File: src/rtl/dipc_pkg.sv
`default_nettype none

package dipc_pkg;

   // fixed field widths
   localparam int SIZE_W    = 21;
   localparam int BYTE_W    = 8;
   localparam int CHK_W     = 32;
   localparam int LANES     = 4;

   // packet header codes
   localparam logic [BYTE_W-1:0] HDR_FIRST = 8'h4C;
   localparam logic [BYTE_W-1:0] HDR_REST  = 8'h5C;

   // one result beat
   typedef struct packed {
      logic [BYTE_W-1:0] out_byte;
      logic              is_header;
      logic              end_of_packet;
      logic              end_of_image;
      logic [CHK_W-1:0]  image_checksum;
      logic              size_error;
      logic              last_of_item;
   } dipc_result_type;

   // controller to datapath
   typedef struct packed {
      logic restart;
      logic cand_load;
      logic cand_step;
      logic pay_set;
      logic pay_clear;
      logic accept;
      logic pend_to_out;
   } dipc_cmd_type;

   // datapath to controller
   typedef struct packed {
      logic size_bad;
      logic cand_low;
      logic two_results;
   } dipc_sts_type;

endpackage

`default_nettype wire

File: src/rtl/dipc_rem.sv
`default_nettype none

// Bit-serial remainder: one dividend bit per cycle, done pulses after the last bit.
module dipc_rem #(
   parameter int DIV_W = 10
) (
   input  wire logic                       clock,
   input  wire logic                       reset,
   input  wire logic                       start,
   input  wire logic [dipc_pkg::SIZE_W-1:0] dividend,
   input  wire logic [DIV_W-1:0]           divisor,
   output logic                            done,
   output logic                            zero
);
   import dipc_pkg::*;

   localparam int CNT_W = $clog2(SIZE_W);

   logic [SIZE_W-1:0] shift_ff, shift_in;
   logic [DIV_W-1:0]  rem_ff, rem_in;
   logic [CNT_W-1:0]  cnt_ff, cnt_in;
   logic              busy_ff, busy_in;
   logic              done_ff, done_in;
   logic [DIV_W:0]    trial;

   // one restoring step
   always_comb begin
      trial    = {rem_ff, shift_ff[SIZE_W-1]};
      shift_in = shift_ff;
      rem_in   = rem_ff;
      cnt_in   = cnt_ff;
      busy_in  = busy_ff;
      done_in  = 1'b0;
      if (start) begin
         shift_in = dividend;
         rem_in   = '0;
         cnt_in   = '0;
         busy_in  = 1'b1;
      end else if (busy_ff) begin
         if (trial >= {1'b0, divisor}) begin
            rem_in = DIV_W'(trial - {1'b0, divisor});
         end else begin
            rem_in = DIV_W'(trial);
         end
         shift_in = {shift_ff[SIZE_W-2:0], 1'b0};
         cnt_in   = CNT_W'(cnt_ff + 1'b1);
         if (cnt_ff == CNT_W'(SIZE_W - 1)) begin
            busy_in = 1'b0;
            done_in = 1'b1;
         end
      end
   end

   always_ff @(posedge clock) begin
      if (reset) begin
         busy_ff <= 1'b0;
         done_ff <= 1'b0;
      end else begin
         busy_ff <= busy_in;
         done_ff <= done_in;
      end
      shift_ff <= shift_in;
      rem_ff   <= rem_in;
      cnt_ff   <= cnt_in;
   end

   assign done = done_ff;
   assign zero = (rem_ff == '0);

endmodule

`default_nettype wire

File: src/rtl/dipc_ctrl.sv
`default_nettype none

// Payload-length search sequencer and output slot control.
module dipc_ctrl (
   input  wire logic                 clock,
   input  wire logic                 reset,
   input  wire logic                 csr_we,
   input  wire logic                 req_tvalid,
   output logic                      req_tready,
   output logic                      rsp_tvalid,
   input  wire logic                 rsp_tready,
   input  wire logic                 rem_done,
   input  wire logic                 rem_zero,
   output logic                      rem_start,
   input  wire dipc_pkg::dipc_sts_type sts,
   output dipc_pkg::dipc_cmd_type    cmd
);
   import dipc_pkg::*;

   localparam logic [1:0] ST_CHECK = 2'd0;
   localparam logic [1:0] ST_DIV   = 2'd1;
   localparam logic [1:0] ST_READY = 2'd2;

   logic [1:0] state_ff, state_in;
   logic       out_valid_ff, out_valid_in;
   logic       pend_valid_ff, pend_valid_in;
   logic       ready;
   logic       rsp_take;

   assign ready    = (state_ff == ST_READY) && !pend_valid_ff &&
                     (!out_valid_ff || rsp_tready);
   assign rsp_take = out_valid_ff && rsp_tready;

   // search sequencing
   always_comb begin
      state_in      = state_ff;
      cmd           = '0;
      rem_start     = 1'b0;
      cmd.restart   = csr_we;
      cmd.accept    = req_tvalid && ready;
      cmd.pend_to_out = rsp_take && pend_valid_ff;
      unique case (state_ff)
         ST_CHECK: begin
            if (sts.size_bad) begin
               cmd.pay_clear = 1'b1;
               state_in      = ST_READY;
            end else begin
               cmd.cand_load = 1'b1;
               rem_start     = 1'b1;
               state_in      = ST_DIV;
            end
         end
         ST_DIV: begin
            if (rem_done) begin
               if (rem_zero) begin
                  cmd.pay_set = 1'b1;
                  state_in    = ST_READY;
               end else if (sts.cand_low) begin
                  cmd.pay_clear = 1'b1;
                  state_in      = ST_READY;
               end else begin
                  cmd.cand_step = 1'b1;
                  rem_start     = 1'b1;
               end
            end
         end
         ST_READY: state_in = ST_READY;
         default:  state_in = ST_CHECK;
      endcase
      if (csr_we) begin
         state_in = ST_CHECK;
      end
   end

   // output slot and pending beat
   always_comb begin
      out_valid_in  = out_valid_ff;
      pend_valid_in = pend_valid_ff;
      if (cmd.accept) begin
         out_valid_in  = 1'b1;
         pend_valid_in = sts.two_results;
      end else if (rsp_take) begin
         out_valid_in  = pend_valid_ff;
         pend_valid_in = 1'b0;
      end
   end

   always_ff @(posedge clock) begin
      if (reset) begin
         state_ff      <= ST_CHECK;
         out_valid_ff  <= 1'b0;
         pend_valid_ff <= 1'b0;
      end else begin
         state_ff      <= state_in;
         out_valid_ff  <= out_valid_in;
         pend_valid_ff <= pend_valid_in;
      end
   end

   assign req_tready = ready;
   assign rsp_tvalid = out_valid_ff;

endmodule

`default_nettype wire

File: src/rtl/dipc_datapath.sv
`default_nettype none

// Counters, lane sums, payload length, size register and result beats.
module dipc_datapath #(
   parameter int PAYLOAD_ALIGN   = 16,
   parameter int MAX_PAYLOAD     = 1024,
   parameter int MAX_IMAGE_BYTES = 1048576,
   parameter int PAY_W           = 10
) (
   input  wire logic                        clock,
   input  wire logic                        reset,
   input  wire logic [dipc_pkg::SIZE_W-1:0] csr_wdata,
   input  wire logic [dipc_pkg::BYTE_W-1:0] data_byte,
   input  wire dipc_pkg::dipc_cmd_type      cmd,
   output dipc_pkg::dipc_sts_type           sts,
   output logic [dipc_pkg::SIZE_W-1:0]      image_size,
   output logic [PAY_W-1:0]                 cand,
   output dipc_pkg::dipc_result_type        result
);
   import dipc_pkg::*;

   localparam int CAND_TOP = ((MAX_PAYLOAD - 1) / PAYLOAD_ALIGN) * PAYLOAD_ALIGN;

   logic [SIZE_W-1:0] size_ff;
   logic [SIZE_W-1:0] img_cnt_ff, img_cnt_in;
   logic [PAY_W-1:0]  pkt_cnt_ff, pkt_cnt_in;
   logic [PAY_W-1:0]  pay_ff;
   logic [PAY_W-1:0]  cand_ff;
   logic              first_ff, first_in;
   logic [BYTE_W-1:0] lane_ff [LANES];
   logic [BYTE_W-1:0] lane_nx [LANES];
   logic [BYTE_W-1:0] lane_in [LANES];
   dipc_result_type   out_ff, pend_ff;
   dipc_result_type   hdr_res, data_res, err_res;
   logic              err, hdr, eop, eoi;
   logic [CHK_W-1:0]  checksum;

   // lane sums after this byte
   always_comb begin
      for (int i = 0; i < LANES; i++) begin
         if (img_cnt_ff[1:0] == 2'(i)) begin
            lane_nx[i] = BYTE_W'(lane_ff[i] + data_byte);
         end else begin
            lane_nx[i] = lane_ff[i];
         end
      end
      checksum = {lane_nx[0], lane_nx[1], lane_nx[2], lane_nx[3]};
   end

   assign err = (pay_ff == '0);
   assign hdr = (pkt_cnt_ff == '0);
   assign eop = ({1'b0, pkt_cnt_ff} + 1'b1) >= {1'b0, pay_ff};
   assign eoi = ({1'b0, img_cnt_ff} + 1'b1) >= {1'b0, size_ff};

   // candidate result beats
   always_comb begin
      hdr_res           = '0;
      hdr_res.out_byte  = first_ff ? HDR_FIRST : HDR_REST;
      hdr_res.is_header = 1'b1;

      data_res               = '0;
      data_res.out_byte      = data_byte;
      data_res.end_of_packet = eop || eoi;
      data_res.end_of_image  = eoi;
      data_res.image_checksum = eoi ? checksum : '0;
      data_res.last_of_item  = 1'b1;

      err_res              = '0;
      err_res.size_error   = 1'b1;
      err_res.last_of_item = 1'b1;
   end

   // image state update
   always_comb begin
      img_cnt_in = img_cnt_ff;
      pkt_cnt_in = pkt_cnt_ff;
      first_in   = first_ff;
      lane_in    = lane_ff;
      if (cmd.restart || (cmd.accept && !err && eoi)) begin
         img_cnt_in = '0;
         pkt_cnt_in = '0;
         first_in   = 1'b1;
         for (int i = 0; i < LANES; i++) begin
            lane_in[i] = '0;
         end
      end else if (cmd.accept && !err) begin
         img_cnt_in = SIZE_W'(img_cnt_ff + 1'b1);
         pkt_cnt_in = eop ? '0 : PAY_W'(pkt_cnt_ff + 1'b1);
         lane_in    = lane_nx;
         if (hdr) begin
            first_in = 1'b0;
         end
      end
   end

   always_ff @(posedge clock) begin
      if (reset) begin
         size_ff    <= SIZE_W'(1);
         img_cnt_ff <= '0;
         pkt_cnt_ff <= '0;
         pay_ff     <= '0;
         first_ff   <= 1'b1;
         for (int i = 0; i < LANES; i++) begin
            lane_ff[i] <= '0;
         end
      end else begin
         if (cmd.restart) begin
            size_ff <= csr_wdata;
         end
         img_cnt_ff <= img_cnt_in;
         pkt_cnt_ff <= pkt_cnt_in;
         first_ff   <= first_in;
         lane_ff    <= lane_in;
         if (cmd.pay_set) begin
            pay_ff <= cand_ff;
         end else if (cmd.pay_clear) begin
            pay_ff <= '0;
         end
      end
   end

   // search candidate, walked down from the largest one
   always_ff @(posedge clock) begin
      if (cmd.cand_load) begin
         cand_ff <= PAY_W'(CAND_TOP);
      end else if (cmd.cand_step) begin
         cand_ff <= PAY_W'(cand_ff - PAY_W'(PAYLOAD_ALIGN));
      end
   end

   // output slot and pending data beat
   always_ff @(posedge clock) begin
      if (cmd.accept) begin
         if (err) begin
            out_ff <= err_res;
         end else if (hdr) begin
            out_ff <= hdr_res;
         end else begin
            out_ff <= data_res;
         end
         pend_ff <= data_res;
      end else if (cmd.pend_to_out) begin
         out_ff <= pend_ff;
      end
   end

   assign sts.size_bad    = (size_ff == '0) ||
                            (32'(size_ff) > 32'(MAX_IMAGE_BYTES)) || (CAND_TOP == 0);
   assign sts.cand_low    = (cand_ff == PAY_W'(PAYLOAD_ALIGN));
   assign sts.two_results = !err && hdr;
   assign image_size      = size_ff;
   assign cand            = cand_ff;
   assign result          = out_ff;

endmodule

`default_nettype wire

File: src/rtl/display_image_packetizer_checksum_core.sv
// Channel  Ports          Payload (low bit first)
// -------  -------------  ---------------------------------------------------------
// req      req_t*         tdata: data_byte[7:0]
// rsp      rsp_t*         tdata: out_byte, end_of_image, image_checksum, last_of_item
//                         tuser: is_header, size_error; tlast: end_of_packet
// csr      csr_we/wdata   image_size[20:0]
//
// Reset is synchronous. After reset or an image_size write the payload length is
// searched from the largest candidate down, one remainder bit per cycle: up to
// ((MAX_PAYLOAD-1)/PAYLOAD_ALIGN) candidates, limited by the bit-serial remainder
// unit; req_tready stays low meanwhile. Afterwards one byte per cycle is taken
// unless rsp stalls, which back-pressures req through a one-beat output slot. A
// packet's first byte gives two beats; req is held until the second enters the slot.
`default_nettype none

module display_image_packetizer_checksum_core #(
   parameter int PAYLOAD_ALIGN   = 16,
   parameter int MAX_PAYLOAD     = 1024,
   parameter int MAX_IMAGE_BYTES = 1048576
) (
   input  wire logic        clock,
   input  wire logic        reset,
   // csr
   input  wire logic        csr_we,
   input  wire logic [20:0] csr_wdata,   // image_size
   // request stream
   input  wire logic        req_tvalid,
   output logic             req_tready,
   input  wire logic [7:0]  req_tdata,   // [7:0] data_byte
   // response stream
   output logic             rsp_tvalid,
   input  wire logic        rsp_tready,
   output logic [47:0]      rsp_tdata,   // [7:0] out_byte, [8] end_of_image,
                                         // [40:9] image_checksum, [41] last_of_item
   output logic [1:0]       rsp_tuser,   // [0] is_header, [1] size_error
   output logic             rsp_tlast    // end_of_packet
);
   import dipc_pkg::*;

   localparam int PAY_W = $clog2(MAX_PAYLOAD);

   dipc_cmd_type      cmd;
   dipc_sts_type      sts;
   dipc_result_type   result;
   logic              rem_start;
   logic              rem_done;
   logic              rem_zero;
   logic [SIZE_W-1:0] image_size;
   logic [PAY_W-1:0]  cand;

   dipc_ctrl u_ctrl (
      .clock      (clock),
      .reset      (reset),
      .csr_we     (csr_we),
      .req_tvalid (req_tvalid),
      .req_tready (req_tready),
      .rsp_tvalid (rsp_tvalid),
      .rsp_tready (rsp_tready),
      .rem_done   (rem_done),
      .rem_zero   (rem_zero),
      .rem_start  (rem_start),
      .sts        (sts),
      .cmd        (cmd)
   );

   dipc_datapath #(
      .PAYLOAD_ALIGN   (PAYLOAD_ALIGN),
      .MAX_PAYLOAD     (MAX_PAYLOAD),
      .MAX_IMAGE_BYTES (MAX_IMAGE_BYTES),
      .PAY_W           (PAY_W)
   ) u_datapath (
      .clock      (clock),
      .reset      (reset),
      .csr_wdata  (csr_wdata),
      .data_byte  (req_tdata),
      .cmd        (cmd),
      .sts        (sts),
      .image_size (image_size),
      .cand       (cand),
      .result     (result)
   );

   dipc_rem #(
      .DIV_W (PAY_W)
   ) u_rem (
      .clock    (clock),
      .reset    (reset),
      .start    (rem_start),
      .dividend (image_size),
      .divisor  (cand),
      .done     (rem_done),
      .zero     (rem_zero)
   );

   // pack the response beat
   assign rsp_tdata = {6'd0, result.last_of_item, result.image_checksum,
                       result.end_of_image, result.out_byte};
   assign rsp_tuser = {result.size_error, result.is_header};
   assign rsp_tlast = result.end_of_packet;

endmodule

`default_nettype wire

File: config.mk
export PLATFORM = sky130hd
export DESIGN_NAME = display_image_packetizer_checksum_core
export DESIGN_NICKNAME = d
export VERILOG_FILES = /design/src/rtl/dipc_pkg.sv /design/src/rtl/dipc_rem.sv /design/src/rtl/dipc_ctrl.sv /design/src/rtl/dipc_datapath.sv /design/src/rtl/display_image_packetizer_checksum_core.sv
export SDC_FILE = /design/constraint.sdc
export NUM_CORES = 1
export LEC_CHECK = 0
export ABC_AREA = 1
export BUFFER_PORTS_ARGS = -buffer_cell sky130_fd_sc_hd__buf_2
export CORE_ASPECT_RATIO = 1.5
export CORE_MARGIN = 10
export CORE_UTILIZATION = 38
export CTS_BUF_LIST = sky130_fd_sc_hd__clkbuf_16
export DETAILED_ROUTE_END_ITERATION = 12
export HOLD_SLACK_MARGIN = 0.12
export RECOVER_POWER = 50
export SETUP_SLACK_MARGIN = 0.4
export SLEW_MARGIN = 20
export SYNTH_ARGS = -nofsm -noshare
export SYNTH_HDL_FRONTEND = slang
export SYNTH_SLANG_ARGS = --single-unit
File: constraint.sdc
create_clock -name clock -period 3.9 [get_ports clock]
set_clock_uncertainty 0.05 [all_clocks]
set_input_delay 0.78 -clock clock [delete_from_list [all_inputs] [get_ports clock]]
set_output_delay 0.78 -clock clock [all_outputs]
set_load 0.02 [all_outputs]
# After elaboration in Yosys (flattened, before gate mapping)
# Index checks and enable logic that the tools add are counted.
[word_totals]
reg_bits = 234
word_cells = 126
output_inout_bits = 53
in_bits = 34
[classes]
mux = 42
bitwise = 1
reduce_logical = 30
n_lt_le_gt_ge = 4
eq_ne = 9
add_sub_neg = 11
[op_table]
columns = ["operator", "n"]
rows = [
  ["$mux W45", 4],
  ["$mux W21", 2],
  ["$mux W10", 4],
  ["$add A8 B8 Y8", 4],
  ["$mux W32", 1],
  ["$mux W8", 4],
  ["$logic_not A10 Y1", 3],
  ["$add A21 B1 Y22 const B", 1],
  ["$ge A11 B10 Y1", 2],
  ["$ge A22 B21 Y1", 1],
  ["$add A21 B1 Y21 const B", 1],
  ["$gt A21 B21 Y1 const B", 1],
  ["$logic_not A21 Y1", 1],
  ["$mux W1", 17],
  ["$add A10 B1 Y11 const B", 1],
  ["$add A10 B1 Y10 const B", 1],
  ["$eq A10 B5 Y1 const B", 1],
  ["$mux W2", 5],
  ["$sub A10 B10 Y10", 1],
  ["$sub A10 B5 Y10 const B", 1],
  ["$logic_and A1 B1 Y1", 8],
  ["$reduce_bool A2 Y1", 4],
  ["$eq A2 B2 Y1 const B", 3],
  ["$pmux W2 S3", 1],
  ["other kinds (15)", 25],
]

# Logic depth before layout (Yosys ltp)
[logic_depth]
ltp_word = 8
depth_mapped = 23
depth_no_buf = 21

# Modules after synthesis
# A second synthesis with hierarchy kept.
[hier_totals]
hier_cells = 1711
area_unflattened_um2 = 13156.4
[modules_own_cells]
columns = ["mod", "seq_area_each_um2", "area_per_inst_um2", "cells_each", "instances"]
rows = [
  ["dipc_datapath", 4554.4, 10411.2, 1327, 1],
  ["dipc_rem", 970.9, 2336.0, 317, 1],
  ["dipc_ctrl", 80.1, 360.3, 60, 1],
  ["display_image_packetizer_checksum_core", 0.0, 48.8, 7, 1],
]

# Least setup slack after synthesis
# OpenSTA, ideal clock, no wires.
[synth_timing]
kind = "register -> register"
start = "register u_datapath.img_cnt_ff[0]"
end = "register u_datapath.pkt_cnt_ff[0]"
n_path_buf = 2
required_ns = 3.733
synth_period_minus_slack_ns = 2.859
path_slack_ns = 1.041
stages_incl_launch_ff = 22
setup_ns = 0.117
arrival_time_ns = 2.692
path_cell_list = "dfxtp_1 > ha_1 > buf_2 > inv_1 > nor3_4 > nand2_1 > inv_1 > nand3_1 > xor2_1 > ha_1 > nand2_1 > nor2_1 > nand3_1 > nor2_1 > a21oi_1 > nand2_1 > nand2_1 > nand2_4 > nand2_2 > nand2_4 > buf_6 > nor2_1"
[synth_via]
elab_chain_len = 5
[synth_lines]
columns = ["element", "line", "rtl"]
rows = [
  ["start, declared", "dipc_datapath.sv:25", "logic [SIZE_W-1:0] img_cnt_ff, img_cnt_in;"],
  ["start signal, assigned", "dipc_datapath.sv:110", "img_cnt_ff <= img_cnt_in;"],
  ["$add A21 B1 Y22", "dipc_datapath.sv:53", "assign eoi = ({1'b0, img_cnt_ff} + 1'b1) >= {1'b0, size_ff};"],
  ["$ge A22 B21 Y1", "dipc_datapath.sv:53", ""],
  ["$logic_and A1 B1 Y1", "dipc_datapath.sv:79", "if (cmd.restart || (cmd.accept && !err && eoi)) begin"],
  ["$logic_or A1 B1 Y1", "dipc_datapath.sv:79", ""],
  ["$reduce_or A2 Y1 (no source line)", "n/a", ""],
  ["end signal, assigned", "dipc_datapath.sv:111", "pkt_cnt_ff <= pkt_cnt_in;"],
  ["end, declared", "dipc_datapath.sv:26", "logic [PAY_W-1:0] pkt_cnt_ff, pkt_cnt_in;"],
]
# Every way passes these cells.
# A chain may end at the register's enable or synchronous reset.

# Worst setup path in the final report
[layout_timing]
start = "register u_datapath.cand_ff[5], in the netlist u_datapath.cand[5]"
end = "register u_rem.shift_ff[2] (enable)"
[layout_via]
elab_chain_len = 6
[layout_lines]
columns = ["element", "line", "rtl"]
rows = [
  ["start, declared", "dipc_datapath.sv:28", "logic [PAY_W-1:0] cand_ff;"],
  ["start signal, assigned", "dipc_datapath.sv:125", "cand_ff <= PAY_W'(CAND_TOP);"],
  ["start signal, assigned", "dipc_datapath.sv:127", "cand_ff <= PAY_W'(cand_ff - PAY_W'(PAYLOAD_ALIGN));"],
  ["$eq A10 B5 Y1", "dipc_datapath.sv:149", "assign sts.cand_low = (cand_ff == PAY_W'(PAYLOAD_ALIGN));"],
  ["$mux W1", "dipc_ctrl.sv:58", "end else if (sts.cand_low) begin"],
  ["$mux W1", "dipc_ctrl.sv:55", "if (rem_zero) begin"],
  ["$mux W1", "dipc_ctrl.sv:54", "if (rem_done) begin"],
  ["$pmux W1 S2", "dipc_ctrl.sv:42", "unique case (state_ff)"],
  ["$reduce_bool A2 Y1 (no source line)", "n/a", ""],
  ["end signal, assigned", "dipc_rem.sv:62", "shift_ff <= shift_in;"],
  ["end, declared", "dipc_rem.sv:19", "logic [SIZE_W-1:0] shift_ff, shift_in;"],
]
# Every way passes these cells.

==> qor.yml <==
die_w_um: 170
syn_area_um2: 12800
cp_num_buf_inv: 5
cts_tree: "built"
htreeDepth: 1
design_area_um2: 14200
max-clock-path-buffers: 3
yosysUniqueCellTypes: 45
fp.dieH_um: 244
crit_path_top_delay_cell: "nand2_1"
dp_hpwl_um: 21600
num_rows: 82
p_sw_w: 0.00126
grt.busiest_layer: "met2"
clock_latency_ns: 0.54
cts.sinks: 226
synth_top_area_cell: "edfxtp_1"
diodes: 0
p_seq_share_pct: 50.6
yosys_register_bits: 226
syn_avg_cell_area_um2: 7.83
place_congestion: 0.889
dp.cells: 2087
drt_iter0_drc: 643
use_met1_pct: 16.6
rsz0062_at_grt: "false"
die_area_um2: 41500
ctsRootBufferMaster: "clkbuf_16"
fin_tns_setup_ns: 0
synth_cells: 1629
numPortBuffers: 80
synth_async_sr_flop_share_pct: 0
fin_worst_hold_slack_ns: 0.416
cpMostUsedCell: "nand2_1"
hold_buffers: 0
fmax_mhz: 306
antenna_found_initial: 0
cp.required_ns: 4.06
grt_pass1_vias: 9934
pwr-share-clk_pct: 42.3
critPathCaptureType: "flop"
critPathTopFamily: "simple AND/OR/NAND/NOR gates"
final.min_clock_period_ns: 3.27
drv_slew: 0
grt_pass1_wl_um: 48800
antenna_left: 0
period_share_pct: 83.8
cts_made_buffers: 24
critical_path.startpoint_type: "flop"
yosysWarnings: 0
finalSetupViolations: 0
path_clk_slew_ns: 0.06
wl_um: 30200
nets: 1814
stdcell_count: 2137
powerDensity_nw_per_um2: 365
core_area_um2: 33300
maxSlewHeadroom_pct: 8.90
synth_top_area_share_pct: 25.4
synth_edf_count: 108
ir_drop_mv: 0.310
arrival_ns: 3.43
slowest_delay_ns: 0.51
wl_per_cell_um: 14.1
status: "finished clean"
grt_use_met3_pct: 2.42
yosys-top-cells-area: "edfxtp_1, dfxtp_1, nand2_1"
drc: 0
ys_seq_area_share_pct: 43.9
grt_util_met2_pct: 24.7
internal_power_w: 0.00393
synth_ff_type: "dfxtp_1"
final_core_util_pct: 42.6
critical_path.cell_chain: "inv_1 > ha_1 > nand4_1 > nand2_1 > inv_1 > nand2_1 > nor2_1 > inv_1 > nand2_1 > inv_2 > nand2_1 > buf_4"
grt_usage_pct: 14.1
cp_max_fo: 42
gr-total-overflow: 0
worstMarginPinSlew_ns: 1.37
syn2layout_area_growth_pct: 11.2
vias: 10309
place_area_um2: 13500
start_util_pct: 38.3
drt-pass1-iter-count: 6
grt_max_degree: 49
ioPinCount: 87
power.leakage_nw: 6.08
final_layout_size_suffix_gt1_share_pct: 6.17
hold_viol_final: 0
critPathKind: "reg -> reg"
hold_path_class: "reg -> reg"
power_frac_comb_pct: 7.0
drv_cap: 0
swShare_pct: 24.3
via_per_inst: 4.82
[area by class of cell]
cell class	count	area (µm²)
Timing Repair Buffer	98	497
Multi-Input combinational cell	1106	5900
Tap cell	420	526
Inverter	243	915
Clock buffer	25	626
Sequential cell	226	5610
Fill cell	3388	19100
Clock inverter	19	123
[cells by family (layout without fill, tap and decap cells)]
group | Yosys count | count (layout) | synth area share, %
mux | 4 | 4 | 0.314
xor+xnor | 36 | 36 | 2.47
other cells | 1 | 6 | 0.0294
fa+ha+maj | 81 | 81 | 8.24
simple gates | 771 | 772 | 26.4
buf+inv | 303 | 385 | 9.92
flops | 226 | 226 | 43.9
compound gates | 207 | 207 | 8.72
[cell usage after synthesis, types with 2 or more instances]
cell / number
nor3_4: 2
a21oi_1: 75
edfxtp_1: 108
and2_1: 7
inv_1: 237
buf_4: 9
ha_1: 76
nand3_1: 98
nor2_1: 166
xnor2_1: 5
nand2_4: 3
nand4_1: 37
nor3_1: 15
nor4_1: 3
dfxtp_1: 118
nand3b_1: 21
nor2_4: 2
mux2i_1: 4
a211oi_1: 2
nand2_2: 5
xor2_1: 31
a21o_1: 3
clkbuf_1: 19
o21a_1: 8
fa_1: 5
or2_2: 11
o211ai_1: 2
buf_2: 22
buf_6: 9
o21ai_0: 98
o21bai_1: 5
a22o_1: 4
nand2_1: 395
and3_1: 2
inv_2: 6
o21ai_1: 7
[per-layer routing]
| layer | vias up | wire [µm] |
|---|---|---|
| met5 | - | 0 |
| met4 | 0 | 903 |
| met3 | 51 | 1450 |
| met2 | 185 | 14700 |
| met1 | 4669 | 13200 |
| li1 | 5404 | - |
[cells in the final DEF, fill, tap and decap left out, types with 3 or more instances in the layout]
cell,instances
or2_2,11
nor2_2,3
ha_1,76
o21a_1,8
nand3b_1,21
nor2_1,166
edfxtp_1,108
xor2_1,31
clkinv_1,5
nand2_1,397
nand4_1,37
nor4_1,3
clkbuf_16,26
o21bai_1,5
mux2i_1,4
conb_1,6
clkinvlp_4,3
fa_1,5
nand3_1,98
and2_1,7
nand2_2,4
a21oi_1,75
clkinv_2,3
nor3_1,14
dfxtp_1,116
clkbuf_1,58
inv_1,244
inv_2,3
xnor2_1,5
o21ai_1,7
a22o_1,4
a21o_1,3
o21ai_0,98
buf_4,12
buf_2,24
[tightest hold or removal path, stage by stage (launching register included)]
cell     delay (ns)
dfxtp_1        0.31
nand2_1        0.06
a21oi_1        0.05
[state kept, by name (all words and copies together) (netlist names)]
signal	cells
u_rem.cnt_ff	5
u_ctrl.state_ff	2
u_ctrl.pend_valid_ff	1
u_datapath.pkt_cnt_ff	10
u_rem.rem_ff	10
u_datapath.cand	6
u_datapath.first_ff	1
u_rem.busy_ff	1
u_datapath.pay_ff	6
u_rem.done	1
u_datapath.image_size	21
u_datapath.result	45
u_datapath.pend_ff	42
u_ctrl.rsp_tvalid	1
u_datapath.img_cnt_ff	21
u_rem.shift_ff	21
u_datapath.lane_ff	32
[metrics by stage]
stage	setup slack, ns	total power, W
4_1_cts	0.394	0.00526
5_1_grt	0.269	0.00542
6_report	0.633	0.00518
3_3_place_gp	0.501	0.00304
3_5_place_dp	0.378	0.00304
2_1_floorplan	1.04	0.00293
[power groups by stage]
stage                     logic, W  registers [W]  clock network [W]
after floorplan           0.000257        0.00268                  0
after global routing      0.000419        0.00263            0.00237
final                     0.000365        0.00263            0.00219
after global placement    0.000361        0.00268                  0
after detailed placement  0.000367        0.00268                  0
after CTS                 0.000369        0.00262            0.00227
[final timing paths]
check | start | cells past startpoint | slack, ns | to
setup reg to reg | u_datapath.cand[5] | 12 | 0.63 | u_rem.shift_ff[2]
hold reg to reg | u_rem.cnt_ff[4] | 2 | 0.42 | u_rem.cnt_ff[4]
hold / removal | u_rem.cnt_ff[4] | 2 | 0.42 | u_rem.cnt_ff[4]
setup / recovery | u_datapath.cand[5] | 12 | 0.63 | u_rem.shift_ff[2]
[timing repair]
action                     4_1_cts  5_1_grt
gates cloned                     0        2
buffers inserted                 0        4
hold endpoints to repair         0        0
setup endpoints to repair       62      106
pin swaps                        0        1
resized for setup                2        7
(Power assumes the default switching activity.)
